<file path="src/hdl/shape_id_grid_collision_assert.svh">
// Assertion macros for the shape id grid collision block.
// Used by the top level; expects signals clk and rst_n in scope.
`ifndef SHAPE_ID_GRID_COLLISION_ASSERT_SVH
`define SHAPE_ID_GRID_COLLISION_ASSERT_SVH

// Same-cycle implication, disabled during reset.
`define SIGC_ASSERT_IMPL(label, ante, cons) \
    label: assert property (@(posedge clk) disable iff (!rst_n) (ante) |-> (cons)) \
        else $error("grid collision assertion failed");

// Next-cycle implication, disabled during reset.
`define SIGC_ASSERT_NEXT(label, ante, cons) \
    label: assert property (@(posedge clk) disable iff (!rst_n) (ante) |=> (cons)) \
        else $error("grid collision assertion failed");

`endif

</file>
<file path="src/hdl/sigc_pkg.sv">
// Shared types and constants of the shape id grid collision block.
// No dependencies.
`default_nettype none

package sigc_pkg;

    localparam int MAX_COLS_DEF = 128;
    localparam int MAX_ROWS_DEF = 128;
    localparam int ID_BITS_DEF  = 8;

    localparam int CFG_W = 8;
    localparam logic [CFG_W-1:0] GRID_SIZE_RESET = 8'd128;

    // configuration register indexes
    typedef enum logic {
        CFG_GRID_WIDTH  = 1'b0,
        CFG_GRID_HEIGHT = 1'b1
    } cfg_index_t;

    // operation codes
    typedef enum logic [1:0] {
        FUNC_CLEAR = 2'd0,
        FUNC_DRAW  = 2'd1,
        FUNC_CHECK = 2'd2
    } func_t;

    // clear sequencer states
    typedef enum logic {
        SEQ_IDLE,
        SEQ_SWEEP
    } seq_state_t;

    // sequencer status toward the datapath
    typedef struct packed {
        logic sweep;
        logic busy;
    } seq_stat_t;

endpackage

`default_nettype wire

</file>
<file path="src/hdl/sigc_clear_seq.sv">
// Clear sequencer: walks every cell address once after reset and per clear op.
// Depends on sigc_pkg.
`default_nettype none

module sigc_clear_seq #(
    parameter int DEPTH  = 16384,
    parameter int ADDR_W = 14
) (
    input  logic                  clk,
    input  logic                  rst_n,
    input  logic                  clear_req,
    output sigc_pkg::seq_stat_t   stat,
    output logic [ADDR_W-1:0]     sweep_addr
);
    import sigc_pkg::*;

    localparam logic [ADDR_W-1:0] LAST_ADDR = ADDR_W'(DEPTH - 1);

    seq_state_t        state_reg, state_next;
    logic [ADDR_W-1:0] cnt_reg, cnt_next;

    always_ff @(posedge clk or negedge rst_n)
    begin
        if (!rst_n)
        begin
            state_reg <= SEQ_SWEEP;
            cnt_reg   <= '0;
        end
        else
        begin
            state_reg <= state_next;
            cnt_reg   <= cnt_next;
        end
    end

    always_comb
    begin
        state_next = state_reg;
        cnt_next   = cnt_reg;
        stat.sweep = 1'b0;
        stat.busy  = clear_req;
        case (state_reg)
            SEQ_IDLE:
            begin
                if (clear_req)
                begin
                    state_next = SEQ_SWEEP;
                    cnt_next   = '0;
                end
            end
            SEQ_SWEEP:
            begin
                stat.sweep = 1'b1;
                stat.busy  = 1'b1;
                if (cnt_reg == LAST_ADDR)
                begin
                    state_next = SEQ_IDLE;
                    cnt_next   = '0;
                end
                else
                begin
                    cnt_next = cnt_reg + ADDR_W'(1);
                end
            end
            default:
            begin
                state_next = SEQ_IDLE;
            end
        endcase
    end

    assign sweep_addr = cnt_reg;

endmodule

`default_nettype wire
</file>
<file path="config.mk">
export PLATFORM = sky130hd
export DESIGN_NAME = sigc_clear_seq
export DESIGN_NICKNAME = d
export VERILOG_FILES = /design/src/hdl/shape_id_grid_collision_assert.svh /design/src/hdl/sigc_pkg.sv /design/src/hdl/sigc_clear_seq.sv
export SDC_FILE = /design/constraint.sdc
export NUM_CORES = 1
export LEC_CHECK = 0
export BUFFER_PORTS_ARGS = -buffer_cell sky130_fd_sc_hd__buf_2
export CORE_AREA = 3 3 55 57
export DETAILED_ROUTE_END_ITERATION = 8
export DIE_AREA = 0 0 58 60
export PLACE_DENSITY_LB_ADDON = 0.12
export SLEW_MARGIN = 0
export SYNTH_ARGS = -nofsm -noshare
export SYNTH_HDL_FRONTEND = slang
export SYNTH_SLANG_ARGS = --single-unit
</file>
<file path="constraint.sdc">
create_clock -name clk -period 3.27 [get_ports clk]
set_input_delay 0 -clock clk [delete_from_list [all_inputs] [get_ports clk]]
set_output_delay 0 -clock clk [all_outputs]
set_load 0.02 [all_outputs]
</file>
# Word level (Yosys, flattened, before mapping)
# Cells that the tools add are included.
[word_totals]
inputBits = 3
register_bits = 15
elab_cells = 13
output_inout_bits = 16
[classes]
n_bitwise = 1
eq_ne = 2
muxes = 7
n_addsub = 1
[op_table]
columns = ["cell", "n"]
rows = [
  ["$mux 14", 2],
  ["$pmux 14 s2", 1],
  ["$add 14x1->14 const B", 1],
  ["$eq 14x14->1 const B", 1],
  ["$mux 1", 2],
  ["$mux 2", 1],
  ["$ne 2x2->1 const B", 1],
  ["$pmux 1 s2", 1],
  ["$not 1->1", 1],
]

# Logic depth before layout (Yosys ltp)
[depth]
ltp_word = 3
ltp_mapped = 5
ltp_nobuf = 5

# Worst setup path before layout
# Ideal clock, no wire load.
[synth_path]
path_kind = "register to register"
from = "reg cnt_reg[0] (netlist: sweep_addr[0])"
to = "reg cnt_reg[13] (netlist: sweep_addr[13])"
setup_slack_ps = 1314
path_stages_with_launch = 6
setup_ps = 119
n_path_buf = 0
t_arrival_ps = 1837
synth_period_minus_slack_ps = 1956
required_ps = 3151
cell_sequence = "dfrtp_1 ha_1 nand4_4 o41ai_4 o21ai_0 a21bo_1"
[synth_via]
elab_chain_cells = 3
word_cells_on_any_way = 4
classes_between = "1 x add/sub; 1 x eq/ne; 2 x mux"
[synth_rtl]
columns = ["element", "line", "source"]
rows = [
  ["start: declaration", "sigc_clear_seq.sv:20", "logic [ADDR_W-1:0] cnt_reg, cnt_next;"],
  ["start signal: assignment", "sigc_clear_seq.sv:32", "cnt_reg <= cnt_next;"],
  ["$add 14x1->14 / $eq 14x14->1 (equally long branches)", "sigc_clear_seq.sv:62, sigc_clear_seq.sv:55", ""],
  ["$mux 14 (*)", "sigc_clear_seq.sv:55", "if (cnt_reg == LAST_ADDR)"],
  ["$pmux 14 s2 (*)", "sigc_clear_seq.sv:42", "case (state_reg)"],
]
# Mark *: on every way between the ends. The rest lies on a longest branch, timed or not.
# A chain may end at the register's enable or synchronous reset.

# Worst setup path after layout
# Same ends and word-level chain as after synthesis.

==> out/qor.txt <==
Result of the run: finished clean
Final setup TNS: 0 ns
Global-route wire length before repair: 3436 microns
Die boundary height: 60 microns
Worst IR drop on VDD: 0.0001594 V
Min setup slack post-route: 1.139 ns
Sum of net half-perimeters after detailed placement: 1455 microns
CP endpoint kind: register
Arrival time reported for the critical path endpoint: 2.31 ns
Starting Density: 33.58%
Total I/O pin count: 19
Global route total overflow: 0
Worst-case setup slack after placement: 1.179 ns
Die area: 3480 sq um
Number of H-tree branching levels: 1
GRT Max-Usage Layer: met2
Startpoint type of the worst setup path: register
Pwr Density: 300.4 nW/um^2
Detailed Route WL: 2034 microns
Clock buffer depth: 2
Clock tree from TritonCTS: built
Count of flip-flops with a built-in enable after synthesis: 0
Antenna violations before repair: 0
Minimum clock period: 2.131 ns
Clock-pin slew on the worst setup and hold paths: 0.10 ns
Startpoint of the most critical register-to-register path: sweep_addr[0]
Met3 global-route usage: 4.752%
Number of buffers created by CTS: 3
Cell Area, Synth: 847.1 sq um
Overall fraction of global-route tracks in use: 12.98%
Synthesized net count: 94
Setup Viol. Count Final: 0
Number of synthesized register bits: 15
Crit path required time: 3.45 ns
Total area of multi-input combinational cells: 436.7 sq um
Maximum clock rate: 469.3 MHz
Slew HR: 61.90%
Fraction of final layout cells sized beyond drive strength 1: 22.32%
Sequential cell area fraction in the yosys report: 44.46%
Placed instance count: 136
Fin. Hold Viols: 0
Lkg Pwr: 0.4355 nW
Nets: 117
Avg Inst Size Synth: 9.412 sq um
Ratio of final minimum period to clock period: 65.17%
Number of I/O port buffers: 18
Reg-to-reg critical path endpoint: sweep_addr[13]
Maximum number of pins on one net before global-route repair: 16
Worst Reg2Reg Path Length in Cells: 5
Remaining routing DRC violations: 0
Flip-flop cell with the highest count after synthesis: dfrtp_1
Area growth from synthesis to final layout: 19.35%
RSZ-0062 raised after global routing: no
Post-synth ARST share: 100.0%
Number of filler instances in the final layout: 289
Antenna diode count: 0
Internal reg-to-reg setup slack: 1.14 ns
Flip-flop count of the largest register after layout: 14
Type of the most critical hold path: input pin to asynchronous set/reset pin
Grt met2 use: 20.48%
Standard-cell rows: 18
Clock Root Buffer: clkbuf_4
Yosys warnings: 0
Area taken by flip-flops and latches: 376.6 sq um
Setup clock skew after layout: 0.01271 ns
CP Launch Point: sweep_addr[0]
Number of global-route vias before repair: 699
Max-capacitance violation count: 0
Most common library cell in the layout ignoring fill and taps: buf_2
Max-slew violations: 0
Setup Crit Path Kind: register to register
Initial DRT Pass Iterations: 4
Core outline area: 2522 sq um
Final standard cell count with taps included and fillers excluded: 142
Post-CTS Hold Fix Bufs: 2
Post-CTS Repair Setup Buffers: 0
GR Util met1: 17.33%
Number of routed nets with antenna violations: 0
Via total after detailed routing: 759
Initial detailed-routing violation count: 20
Vias/cell: 5.345
Slew at the pin with the worst max-slew slack: 0.5694 ns
Fin Hold WS: 0.1308 ns
Die Wd: 58 microns
Clock tree sinks: 15
Count of unique library cells instantiated by Yosys: 27
Gp weighted congestion: 0.7802
Leading cell types in the layout, fill and taps excluded: buf_2 (18), dfrtp_1 (14), o21ai_0 (12), nand2_1 (8), nor3_1 (7)
WL per Instance: 14.32 microns
Worst-skew pair later-pin latency: 0.30 ns
Worst-path fanout max: 10
Power consumption: 303.7 uW
Post-CTS sizing: 0
Syn Inst Count: 90
power by group:
part	internal (mW)	total, mW	switching, mW
logic	0.00250	0.00685	0.00435
registers	0.185	0.185	0
clock network	0.0456	0.111	0.0659
total	0.233	0.304	0.0702
layer usage:
metal	vias to the layer above	part of all wire, %
met3	2	4.5
li1	381	-
met1	363	51
met2	13	44
met4	0	0.88
met5	-	0
through the flow:
| stage | cell area [sq um] | util, % |
|---|---|---|
| 6_report | 1011 | 40.08 |
| 3_5_place_dp | 963.4 | 38.19 |
| 4_1_cts | 1011 | 40.08 |
| 5_1_grt | 1011 | 40.08 |
| 2_1_floorplan | 847.1 | - |
| 3_3_place_gp | 963.4 | 38.19 |
worst max-delay path: stages (launching register included):
cell,delay [ns]
dfrtp_1,0.47
ha_1,0.32
nand4_4,0.19
o41ai_4,0.64
o21ai_0,0.18
a21bo_1,0.21
cells by family after synthesis:
family | count (synthesis) | share of synthesized area [%]
DFF | 15 | 44.46
and+or+nand+nor | 36 | 23.34
muxes | 2 | 2.363
adders and majority gates | 1 | 1.477
AOI/OAI and AO/OA | 28 | 24.37
buffers and inverters | 8 | 3.988
final cells by class:
| cell class | instances | share of cell area [%] |
|---|---|---|
| clock inverter | 1 | 0.4950 |
| sequential | 15 | 37.25 |
| clock buffer | 3 | 2.228 |
| tap | 30 | 3.713 |
| timing repair buffer | 20 | 10.89 |
| multi-input combinational | 67 | 43.19 |
| inverter | 6 | 2.228 |
Yosys cell counts, types with 3 or more instances:
cell type,number,share of area (%)
nor3_1,7,4.1
nand4_1,4,3.0
a21oi_1,3,1.8
nand3_1,5,3.0
o21ai_0,12,7.1
nor2_1,4,1.8
a22o_1,5,5.2
nand2_1,8,3.5
inv_1,6,2.7
dfrtp_1,14,41
worst max path at each step:
stage | to | slack [ns] | depth (start not counted)
after CTS | sweep_addr[13] | 1.14 | 5
after global placement | sweep_addr[13] | 1.19 | 5
after floorplan | sweep_addr[13] | 1.31 | 5
final | sweep_addr[13] | 1.14 | 5
after global routing | sweep_addr[11] | 0.98 | 5
after detailed placement | sweep_addr[13] | 1.18 | 5
Note: power is estimated with default switching activity, not from simulation.
